===== config.mk =====
export PLATFORM = sky130hd
export DESIGN_NAME = ogi_ctrl
export DESIGN_NICKNAME = d
export VERILOG_FILES = /design/src/rtl/core/ogi_pkg.sv /design/src/rtl/core/ogi_ctrl.sv
export SDC_FILE = /design/constraint.sdc
export NUM_CORES = 1
export LEC_CHECK = 0
export ABC_AREA = 1
export BUFFER_PORTS_ARGS = -buffer_cell sky130_fd_sc_hd__clkbuf_2
export CAP_MARGIN = 20
export CORE_MARGIN = 5
export CORE_UTILIZATION = 55
export DETAILED_ROUTE_END_ITERATION = 8
export HOLD_SLACK_MARGIN = 0.03
export PLACE_DENSITY_LB_ADDON = 0.1
export SLEW_MARGIN = 0
export SYNTH_ARGS = -nofsm -noshare
export SYNTH_HDL_FRONTEND = slang
export SYNTH_SLANG_ARGS = --single-unit

===== constraint.sdc =====
create_clock -name clock -period 3 [get_ports clock]
set_clock_uncertainty 0.05 [all_clocks]
set_input_delay 0.3 -clock clock [delete_from_list [all_inputs] [get_ports clock]]
set_output_delay 0.3 -clock clock [all_outputs]
set_load 0.05 [all_outputs]

===== src/rtl/core/ogi_pkg.sv =====
// Shared types, codes and constants of the occupancy grid inflation core.
package ogi_pkg;

   // Field and counter widths
   localparam int DIM_W   = 9;
   localparam int CNT_W   = 18;
   localparam int K_W     = 5;
   localparam int RAD_W   = 4;
   localparam int CELL_W  = 8;
   localparam int IDX_W   = 3;
   localparam int RECIP_S = 14;
   localparam int RECIP_W = 15;

   // Cell marks and register reset values
   localparam logic [CELL_W-1:0] OCCUPIED_MARK   = 8'd100;
   localparam logic [CELL_W-1:0] INFLATED_MARK   = 8'd254;
   localparam logic [CELL_W-1:0] THRESHOLD_RESET = 8'd80;
   localparam logic [DIM_W-1:0]  WIDTH_RESET     = 9'd256;
   localparam logic [DIM_W-1:0]  HEIGHT_RESET    = 9'd256;
   localparam logic [K_W-1:0]    FACTOR_RESET    = 5'd1;
   localparam logic [RAD_W-1:0]  RADIUS_RESET    = 4'd2;
   localparam logic [DIM_W-1:0]  LIMIT_RESET     = 9'd4;

   // Register indexes
   localparam logic [IDX_W-1:0] CSR_WIDTH  = 3'd0;
   localparam logic [IDX_W-1:0] CSR_HEIGHT = 3'd1;
   localparam logic [IDX_W-1:0] CSR_FACTOR = 3'd2;
   localparam logic [IDX_W-1:0] CSR_RADIUS = 3'd3;
   localparam logic [IDX_W-1:0] CSR_LIMIT  = 3'd4;
   localparam logic [IDX_W-1:0] CSR_THRESH = 3'd5;

   // Command codes carried in tuser
   typedef enum logic [1:0] {
      FUNC_LOAD = 2'd0,
      FUNC_RUN  = 2'd1,
      FUNC_READ = 2'd2,
      FUNC_NOP  = 2'd3
   } func_type;

   // Reciprocals ceil(2^14 / k) for the divide by the downsample factor
   localparam logic [RECIP_W-1:0] RECIP [32] = '{
      15'd16384, 15'd16384, 15'd8192, 15'd5462, 15'd4096, 15'd3277, 15'd2731, 15'd2341,
      15'd2048,  15'd1821,  15'd1639, 15'd1490, 15'd1366, 15'd1261, 15'd1171, 15'd1093,
      15'd1024,  15'd964,   15'd911,  15'd863,  15'd820,  15'd781,  15'd745,  15'd713,
      15'd683,   15'd656,   15'd631,  15'd607,  15'd586,  15'd565,  15'd547,  15'd529
   };

   // Controller states
   typedef enum logic [14:0] {
      ST_CLEAR   = 15'h0001,
      ST_IDLE    = 15'h0002,
      ST_READ    = 15'h0004,
      ST_DS_INIT = 15'h0008,
      ST_DS_RD   = 15'h0010,
      ST_DS_WT   = 15'h0020,
      ST_DS_WR   = 15'h0040,
      ST_FL_INIT = 15'h0080,
      ST_FL_RD   = 15'h0100,
      ST_FL_WT   = 15'h0200,
      ST_WIN     = 15'h0400,
      ST_FX_INIT = 15'h0800,
      ST_FX_RD   = 15'h1000,
      ST_FX_WR   = 15'h2000,
      ST_DONE    = 15'h4000
   } state_type;

   // Controller to datapath commands
   typedef struct packed {
      logic clr_step;
      logic load_wr;
      logic rd_issue;
      logic rsp_read;
      logic rsp_run;
      logic ds_init;
      logic ds_rd;
      logic ds_acc;
      logic ds_wr;
      logic fl_init;
      logic fl_rd;
      logic win_init;
      logic win_step;
      logic cell_next;
      logic fx_rd;
      logic fx_wr;
   } cmd_type;

   // Datapath to controller status
   typedef struct packed {
      logic settle_busy;
      logic rsp_free;
      logic clr_last;
      logic ds_skip;
      logic res_empty;
      logic ds_blk_last;
      logic ds_all_last;
      logic obstacle;
      logic win_last;
      logic cell_last;
   } status_type;

endpackage


===== src/rtl/core/ogi_ctrl.sv =====
// Sequencing state machine of the occupancy grid inflation core.
module ogi_ctrl (
   input  logic                 clock,
   input  logic                 reset,
   input  logic                 req_tvalid,
   output logic                 req_tready,
   input  logic [1:0]           req_tuser,
   input  ogi_pkg::status_type  status,
   output ogi_pkg::cmd_type     cmd
);
   import ogi_pkg::*;

   state_type state_ff, state_in;
   logic      req_take;

   // Hold state
   always_ff @(posedge clock) begin
      if (reset) begin
         state_ff <= ST_CLEAR;
      end else begin
         state_ff <= state_in;
      end
   end

   // Decode next state and commands
   always_comb begin
      state_in   = state_ff;
      cmd        = '0;
      req_tready = 1'b0;
      req_take   = 1'b0;
      case (state_ff)
         ST_CLEAR: begin
            cmd.clr_step = 1'b1;
            if (status.clr_last) state_in = ST_IDLE;
         end
         ST_IDLE: begin
            req_tready = !status.settle_busy && status.rsp_free;
            req_take   = req_tready && req_tvalid;
            if (req_take) begin
               case (func_type'(req_tuser))
                  FUNC_LOAD: cmd.load_wr = 1'b1;
                  FUNC_RUN:  state_in = ST_DS_INIT;
                  FUNC_READ: begin
                     cmd.rd_issue = 1'b1;
                     state_in     = ST_READ;
                  end
                  default: ;
               endcase
            end
         end
         ST_READ: begin
            cmd.rsp_read = 1'b1;
            state_in     = ST_IDLE;
         end
         ST_DS_INIT: begin
            cmd.ds_init = 1'b1;
            state_in    = status.ds_skip ? ST_FL_INIT : ST_DS_RD;
         end
         ST_DS_RD: begin
            cmd.ds_rd = 1'b1;
            state_in  = ST_DS_WT;
         end
         ST_DS_WT: begin
            cmd.ds_acc = 1'b1;
            state_in   = status.ds_blk_last ? ST_DS_WR : ST_DS_RD;
         end
         ST_DS_WR: begin
            cmd.ds_wr = 1'b1;
            state_in  = status.ds_all_last ? ST_FL_INIT : ST_DS_RD;
         end
         ST_FL_INIT: begin
            cmd.fl_init = 1'b1;
            state_in    = status.res_empty ? ST_DONE : ST_FL_RD;
         end
         ST_FL_RD: begin
            cmd.fl_rd = 1'b1;
            state_in  = ST_FL_WT;
         end
         ST_FL_WT: begin
            if (status.obstacle) begin
               cmd.win_init = 1'b1;
               state_in     = ST_WIN;
            end else begin
               cmd.cell_next = 1'b1;
               state_in      = status.cell_last ? ST_FX_INIT : ST_FL_RD;
            end
         end
         ST_WIN: begin
            cmd.win_step = 1'b1;
            if (status.win_last) begin
               cmd.cell_next = 1'b1;
               state_in      = status.cell_last ? ST_FX_INIT : ST_FL_RD;
            end
         end
         ST_FX_INIT: begin
            cmd.fl_init = 1'b1;
            state_in    = ST_FX_RD;
         end
         ST_FX_RD: begin
            cmd.fx_rd = 1'b1;
            state_in  = ST_FX_WR;
         end
         ST_FX_WR: begin
            cmd.fx_wr     = 1'b1;
            cmd.cell_next = 1'b1;
            state_in      = status.cell_last ? ST_DONE : ST_FX_RD;
         end
         ST_DONE: begin
            if (status.rsp_free) begin
               cmd.rsp_run = 1'b1;
               state_in    = ST_IDLE;
            end
         end
         default: state_in = ST_CLEAR;
      endcase
   end

   // Check sequencing
   a_run_result_free: assert property (@(posedge clock) disable iff (reset)
      cmd.rsp_run |-> status.rsp_free) else $error("run word with output busy");
   a_take_idle: assert property (@(posedge clock) disable iff (reset)
      (req_tvalid && req_tready) |-> (state_ff == ST_IDLE))
      else $error("word taken outside idle");
   a_read_follows: assert property (@(posedge clock) disable iff (reset)
      cmd.rd_issue |=> cmd.rsp_read) else $error("read answer missing");

endmodule


* After elaboration in Yosys (flattened, before gate mapping)
Cells that the tools add are included.
** Storage, ports and cells
- Input port bits :: 15
- Register bits :: 15
- Word-level logic and storage cells :: 65
** Cells by class
- Equal/unequal tests :: 22
- Muxes and demuxes :: 36
- Reduce and logical (&&, ||, !) cells :: 6
** Operator list (number)
- one-hot mux 15 bit (15 select lines) :: 1
- two-way mux 15 bit :: 6
- one-hot mux 15 bit (2 select lines) :: 1
- two-way mux 12 bit :: 2
- two-way mux 1 bit :: 20
- two-way mux 8 bit :: 2
- == test 15 x 1 -> 1 bit (second input constant) :: 1
- == test 15 x 10 -> 1 bit (second input constant) :: 1
- == test 15 x 11 -> 1 bit (second input constant) :: 1
- == test 15 x 12 -> 1 bit (second input constant) :: 1
- == test 15 x 13 -> 1 bit (second input constant) :: 1
- == test 15 x 14 -> 1 bit (second input constant) :: 1
- == test 15 bit (second input constant) :: 1
- == test 15 x 2 -> 1 bit (second input constant) :: 1
- == test 15 x 3 -> 1 bit (second input constant) :: 1
- == test 15 x 4 -> 1 bit (second input constant) :: 1
- == test 15 x 5 -> 1 bit (second input constant) :: 1
- == test 15 x 6 -> 1 bit (second input constant) :: 1
- == test 15 x 7 -> 1 bit (second input constant) :: 1
- == test 15 x 8 -> 1 bit (second input constant) :: 1
- == test 15 x 9 -> 1 bit (second input constant) :: 1
- != test 2 bit (second input constant) :: 4
- two-way mux 7 bit :: 1
- AND reduction 5 bit :: 1
- 9 further kinds :: 11

* Logic depth before layout (Yosys ltp)
Gate-level depths: netlist of run 1.
- Depth in word-level cells :: 5
- Mapped depth :: 13
- Mapped depth without buffers :: 13

* Worst setup path after synthesis of run 1
OpenSTA, ideal clock, no wires.
- Path type :: flip-flop to output port
- Start point :: register state_ff[4]
- End point :: output cmd[13] (netlist name)
- Stages on the path, launching flop included :: 6
- Path slack :: 345 ps
- Path buffers :: 0
- Data arrival time :: 2305 ps
- Cells stage by stage :: dfxtp_1 -> nor2_2 -> nand2_4 -> nor2_2 -> nand2_2 -> nor4_1
** RTL lines
- start, declared :: line ogi_ctrl.sv:13 : state_type state_ff, state_in;
- start signal, assigned :: line ogi_ctrl.sv:21 : state_ff <= state_in;
- end, declared :: line ogi_ctrl.sv:9 : output ogi_pkg::cmd_type cmd

==> out/qor.csv, run 1 <==
stage,metric,value,unit
yosys,postSynthCellCount,192,
run,cap_violations,0,
clocking,ctsRootBufferMaster,clkbuf_4,
placement,preCtsSetupSlack,1.18,ns
worst_setup_path,cp_max_fo,13,
final_layout,nFillCells,186,
timing,fin_tns_setup,0,ns
detailed_routing,vias,1243,
clocking,clk_path_buf_depth,2,
clocking,clk_pin_slew,0.09,ns
worst_setup_path,timing.rr.end,state_ff[0],
clocking,htreeDepth,1,
worst_setup_path,crit_arrival,1.78,ns
grt,grtUsageTotal,17.0,%
timing,slew_viol_final,0,
worst_setup_path,r2r-start,state_ff[8],
timing,period_minus_slack,2.13,ns
hold_path,hold_start,status[4],
floorplanning,die_area,0.00311,mm²
timing,rsz0062_at_grt,no,
yosys,synth_fa_ha_area_share,0,%
yosys,syn_area,0.00115,mm²
power,p_per_area,449,mW/mm²
final_layout,largest_reg_flops,15,
timing,max-slew-margin-rel,81.0,%
final_layout,syn2layout_area_growth,17.4,%
placement,routabilityCongestion,0.883,
power,ir_worst_vdd,357,µV
final_layout,layout_common_cells,"40 x nor2_1, 40 x nand2_1, 35 x inv_1",
yosys,synth-simple-area-share,54.4,%
detailed_routing,first_pass_iters,4,
floorplanning,rows,16,
detailed_routing,wl_per_cell,10.6,µm
grt,grt_pass1_vias,1053,
yosys,synth_seq_cells,15,
final_layout,antennaDiodeCount,0,
final_layout,postLayoutCellArea,0.00135,mm²
grt,grt_pass1_wl,4300,µm
power,leakage,0.800,nW
yosys,synth.area.top_cells,"dfxtp_1 26%, nand2_1 13%, nor2_1 13%",
hold_path,hold_path_class,input pin to register,
yosys,synth_top_area_share,26.1,%
yosys,synth_top_family_by_area,simple AND/OR/NAND/NOR gates,
yosys,avgSynthCellArea,5.99,µm²
timing,worst_pin_slew,0.284,ns
yosys,netlist.top_cell.by_area,dfxtp_1,
floorplanning,die_w,55.7,µm
floorplanning,num_io_pins,32,
clocking,clk_latency,0.28,ns
worst_setup_path,crit_path_start_kind,register,
floorplanning,core_area,0.00198,mm²
detailed_routing,antenna_left,0,
clocking,hold_buffers,0,
grt,grt_antenna_before_repair,0,
timing,layout_setup_ws,0.874,ns
placement,placed_area,0.00132,mm²
detailed_routing,drt_iter0_drc,32,
placement,dp.final_hpwl,2290,µm
yosys,ys_warn_count,0,
worst_setup_path,slowest_stage,dfxtp_1,
placement,dp.cells,248,
grt,grt_overflow,0,
timing,final.period_utilization,70.9,%
clocking,cts_num_sinks,15,
worst_setup_path,ff2ff_setup_slack,1.38,ns
worst_setup_path,worstSetupPathType,register to output pin,
yosys,syn-num-nets,207,
clocking,cts_resized,0,
yosys,synth_compound_area_share,6.09,%
final_layout,reg_top3,state_ff: 15 flops,
yosys,muxShareOfSynthArea,0,%
hold_path,whs_path_depth,3,
outcome,status,completed,
yosys,synth_xor_area_share,0,%
detailed_routing,viasPerCell,4.93,
detailed_routing,drc,0,
grt,grt_max_degree,14,
final_layout,drive_gt1_share,28.0,%
placement,portBuffers,31,
final_layout,nets,241,
worst_setup_path,critPathRequiredTime,2.65,ns
timing,timing.fmax,470,MHz
final_layout,top_register,state_ff,
clocking,cts_setup_buffers,0,
yosys,synth.distinct_cells,25,
clocking,cts_made_buffers,3,
worst_setup_path,crit_path_max_incr_delay,0.34,ns
timing,finalSetupViolCount,0,
timing,whs,0.189,ns
floorplanning,start_util,58.0,%
hold_path,holdPathEnd,state_ff[6],
detailed_routing,routed_wl,2670,µm
worst_setup_path,r2r_cells,12,
worst_setup_path,endpoint_kind,output pin,
worst_setup_path,cp_common_cell,nand2_2,
clocking,cts_tree,yes,
floorplanning,die_h,55.7,µm
timing,hold_violations,0,
worst_setup_path,path_cells,nor2_2 -> nand2_2 -> nor2_8 -> nand2_2 -> nor4_1 -> clkbuf_2,
final_layout,instances_no_fill,252,
yosys,ys_seq_area_share,26.1,%
## worst max-delay path: cells and delay by family (launching register included)
kind	cells	cell delay (ns)
buf+inv	1	0.32
simple gates	5	0.83
flops	1	0.34
## kinds of logic (layout without fill, tap and decap cells)
kind of cell	Yosys count	count (layout)
AND/OR/NAND/NOR	126	126
buffers and inverters	39	72
flip-flops	15	15
AO/OA/AOI/OAI	12	12
## cell usage after synthesis
cell type / number
a21oi_1: 3
buf_1: 1
buf_6: 1
dfxtp_1: 15
inv_1: 35
inv_2: 2
nand2_1: 40
nand2_2: 9
nand2_4: 4
nand3_1: 12
nand3_2: 2
nand3b_1: 1
nand4_1: 2
nor2_1: 40
nor2_2: 8
nor2_8: 2
nor3_1: 3
nor4_1: 2
o211ai_1: 1
o21a_1: 1
o21ai_0: 4
o21ai_1: 1
o21ai_2: 1
o22ai_1: 1
or2_2: 1
## per-layer routing
| layer | vias up | track usage, % | wire, µm | part of all wire [%] |
|---|---|---|---|---|
| met3 | 4 | 4.87 | 259 | 9.7 |
| met2 | 51 | 27.9 | 1220 | 46 |
| met5 | - | 0 | 0 | 0 |
| met4 | 0 | 6.60 | 35 | 1.3 |
| met1 | 537 | 20.8 | 1160 | 43 |
| li1 | 651 | - | - | - |
## power breakdown
group	total, W	switching [W]	internal (W)
logic	0.000268	0.000192	0.0000760
registers	0.000225	0.0000120	0.000213
clock network	0.000113	0.0000611	0.0000516
## worst max-delay path by stage
stage	start	endpoint	slack, ns	depth (start not counted)
6_report	state_ff[8]	cmd[13]	0.87	6
3_3_place_gp	state_ff[12]	cmd[13]	1.25	6
4_1_cts	state_ff[8]	cmd[14]	0.86	6
5_1_grt	state_ff[8]	cmd[13]	0.69	6
2_1_floorplan	state_ff[4]	cmd[13]	0.34	5
3_5_place_dp	state_ff[10]	cmd[14]	1.18	6
## per-stage QoR
stage,util (%),power (W)
2_1_floorplan,-,0.000438
3_3_place_gp,66.8,0.000488
3_5_place_dp,66.8,0.000496
4_1_cts,68.1,0.000607
5_1_grt,68.1,0.000651
6_report,68.1,0.000606
## cell type report
type                    instances  area [µm²]  area share [%]
multi-input cells             138         696            51.5
flip-flops and latches         15         300            22.2
repair buffers                 31         155            11.5
inverters                      37         139            10.3
well taps                      27        33.8            2.50
clock buffers                   4        26.3            1.95
Note: power is estimated with default switching activity, not from simulation.
==> inputs of run 2 (changes only) <==
--- a/config.mk
+++ b/config.mk
@@ -9,7 +9,7 @@
 export BUFFER_PORTS_ARGS = -buffer_cell sky130_fd_sc_hd__clkbuf_2
 export CAP_MARGIN = 20
 export CORE_MARGIN = 5
-export CORE_UTILIZATION = 55
+export CORE_UTILIZATION = 46
 export DETAILED_ROUTE_END_ITERATION = 8
 export HOLD_SLACK_MARGIN = 0.03
 export PLACE_DENSITY_LB_ADDON = 0.1
==> constraint.sdc (replaced) <==
create_clock -name clock -period 1.9 [get_ports clock]
set_clock_uncertainty 0.05 [all_clocks]
set_input_delay 0.19 -clock clock [delete_from_list [all_inputs] [get_ports clock]]
set_output_delay 0.19 -clock clock [all_outputs]
set_load 0.05 [all_outputs]
==> run 2 against run 1 <==
- cell count is 2.8% higher
- combinational power is 77% higher
- sequential power is 60% higher
- non-clock buffer count is 2 higher
- die area is 16% higher
- global-route usage is 0.31 points higher
- hold slack worse by 0.11 ns
- sequential cell count stayed put
- clock power is 55% higher
==> out/qor.csv, run 2 (synthesis gave the netlist of run 1 again) <==
stage,metric,value,unit,change
outcome,status,completed,,
grt,grt_overflow,0,,unchanged
detailed_routing,wl_per_cell,11.4,µm,+7.4%
worst_setup_path,r2r_cells,10,,-2
final_layout,instances_no_fill,259,,+2.8%
clocking,cts_num_sinks,15,,unchanged
final_layout,final_common_cell,nand2_1,,
timing,max-slew-margin-rel,81.6,%,+0.51 points
power,power,0.00101,W,+67%
worst_setup_path,crit_path_max_incr_delay,0.35,ns,about the same
grt,grt_pass1_wl,4750,µm,+10%
final_layout,layout_common_cells,"40 x nand2_1, 36 x nor2_1, 35 x inv_1",,
clocking,cts_made_buffers,3,,unchanged
detailed_routing,vias,1257,,+1.1%
worst_setup_path,critPathRequiredTime,1.66,ns,-0.99 ns
clocking,ctsRootBufferMaster,clkbuf_4,,
clocking,clk_pin_slew,0.08,ns,about the same
power,p_per_area,659,mW/mm²,+47%
timing,timing.fmax,544,MHz,
worst_setup_path,path_cells,nor2_4 -> nand2_4 -> nor2_8 -> nand2_4 -> nor4_4 -> clkbuf_8,,
final_layout,syn2layout_area_growth,33.4,%,
worst_setup_path,timing.critical_path.from,state_ff[12],,
power,ir_worst_vdd,708,µV,+98%
placement,dp.final_hpwl,2260,µm,-1.3%
timing,period_minus_slack,1.84,ns,
final_layout,largest_reg_flops,15,,unchanged
timing,layout_setup_ws,0.0622,ns,-0.812 ns
final_layout,postLayoutCellArea,0.00153,mm²,+14%
worst_setup_path,path_depth,6,,unchanged
detailed_routing,routed_wl,2950,µm,+10%
floorplanning,num_io_pins,32,,unchanged
final_layout,layout.area.seq,302,µm²,+0.42%
clocking,clk_path_buf_depth,2,,unchanged
worst_setup_path,worstSetupPathType,register to output pin,,
final_layout,antennaDiodeCount,0,,unchanged
placement,portBuffers,31,,unchanged
grt,grt_max_degree,11,,-3
timing,final.period_utilization,96.7,%,
power,internal_power,0.000568,W,+67%
power,combPwrFrac,47.0,%,+2.7 points
worst_setup_path,cp_common_cell,nand2_4,,
timing,finalSetupViolCount,0,,unchanged
final_layout,multi_input_area,818,µm²,+18%
grt,grt_pass1_vias,1157,,+9.9%
clocking,cts_tree,yes,,
worst_setup_path,cp_max_fo,6,,-7
clocking,htreeDepth,1,,unchanged
worst_setup_path,r2r-start,state_ff[13],,
final_layout,fin_util,63.1,%,-5.1 points
placement,dp.cells,251,,+1.2%
detailed_routing,first_pass_iters,4,,unchanged
power,power_switching,0.000443,W,+67%
worst_setup_path,crit_path_end,cmd[13],,
final_layout,nFillCells,241,,+30%
power,swShare,43.8,%,about the same
floorplanning,die_area,0.00360,mm²,+16%
worst_setup_path,crit_arrival,1.60,ns,-0.18 ns
detailed_routing,drt_iter0_drc,66,,+110%
grt,grt_antenna_before_repair,0,,unchanged
worst_setup_path,slowest_stage,dfxtp_1,,
final_layout,reg_top3,state_ff: 15 flops,,
run,cap_violations,0,,unchanged
floorplanning,die_h,60.0,µm,+7.7%
timing,worst_pin_slew,0.276,ns,-0.00757 ns
worst_setup_path,ff2ff_setup_slack,0.28,ns,-1.10 ns
placement,routabilityCongestion,0.808,,-8.5%
power,seqPwrFrac,35.7,%,-1.4 points
power,pwr-share-clk,17.3,%,-1.3 points
power,leakage,0.854,nW,+6.7%
placement,preCtsSetupSlack,0.229,ns,-0.952 ns
detailed_routing,viasPerCell,4.85,,-1.6%
floorplanning,rows,18,,+2
detailed_routing,drc,0,,unchanged
final_layout,top_register,state_ff,,
final_layout,drive_gt1_share,33.2,%,+5.2 points
final_layout,nets,245,,+1.7%
worst_setup_path,endpoint_kind,output pin,,
floorplanning,core_area,0.00243,mm²,+23%
timing,hold_violations,0,,unchanged
worst_setup_path,crit_family,simple AND/OR/NAND/NOR gates,,
floorplanning,die_w,60.0,µm,+7.7%
worst_setup_path,crit_path_start_kind,register,,
hold_path,hold_path_class,input pin to register,,
clocking,clk_latency,0.27,ns,about the same
worst_setup_path,timing.rr.end,state_ff[0],,
clocking,hold_buffers,0,,unchanged
grt,grtUsageTotal,17.3,%,+0.31 points
hold_path,hold_start,status[4],,
floorplanning,start_util,47.3,%,-11 points
worst_setup_path,path_buf_inv,1,,unchanged
timing,slew_viol_final,0,,unchanged
detailed_routing,antenna_left,0,,unchanged
placement,placed_area,0.00135,mm²,+2.0%
## run 2: changes by cell type in the layout (fill, tap and decap cells not counted), moves of 2 or more
cell,previous run,this run
clkbuf_2,31,20
nor2_4,0,9
buf_4,0,5
nor2_1,40,36
clkbuf_4,3,6
clkbuf_8,0,3
nand2_2,9,6
nand2_4,4,7
nor2_2,8,5
buf_2,0,2
nor4_1,2,0
nor4_4,0,2
## run 2: power groups by stage
stage | registers (W) | clock network [W] | logic, W
2_1_floorplan | 0.000357 | 0 | 0.000337
3_3_place_gp | 0.000360 | 0 | 0.000417
3_5_place_dp | 0.000363 | 0 | 0.000423
4_1_cts | 0.000359 | 0.000184 | 0.000428
5_1_grt | 0.000364 | 0.000201 | 0.000530
6_report | 0.000361 | 0.000175 | 0.000475
## run 2: final cells by class
class / instances / area share [%]
timing repair buffer: 33 / 13.8
sequential: 15 / 19.7
multi-input combinational: 140 / 53.3
inverter: 37 / 9.05
clock buffer: 4 / 1.71
tap: 30 / 2.45
## run 2: worst register-to-register path, stage by stage, from the launching register on
cell and delay, ns:
dfxtp_1 0.38, inv_1 0.09, nand2_4 0.15, nor2_4 0.07, buf_4 0.14, nand4_1 0.09
nand3_1 0.10, nor2_2 0.25, nand2_1 0.10, nand2_1 0.06, nand2_1 0.05
## run 2: worst min path at each step
stage	end	slack, ns	depth (start not counted)
6_report	state_ff[6]	0.08	3
5_1_grt	state_ff[6]	0.06	3
4_1_cts	state_ff[6]	0.08	3
3_5_place_dp	state_ff[6]	0.38	3
3_3_place_gp	state_ff[6]	0.38	3
2_1_floorplan	state_ff[6]	0.26	2
## run 2: routing by layer
metal | global-route usage [%] | up-vias | share of wire [%]
met4 | 5.70 | 0 | 1.2
met3 | 3.02 | 5 | 6.2
met1 | 21.3 | 557 | 44
li1 | - | 659 | -
met2 | 30.1 | 36 | 49
met5 | 0 | - | 0
## run 2: metrics by stage
stage	TNS [ns]	hold slack, ns
after floorplan	-0.136	0.260
after global placement	0	0.378
after detailed placement	0	0.376
after CTS	-0.00607	0.0750
after global routing	-0.0357	0.0648
final	0	0.0797
## run 2: what timing repair did
item | 4_1_cts | 5_1_grt
hold endpoints to repair | 0 | 0
setup buffers | 2 | 0
pin swaps | 1 | 3
endpoints found under the setup margin | 7 | 16
cloned | 1 | 1
resized for setup | 14 | 21
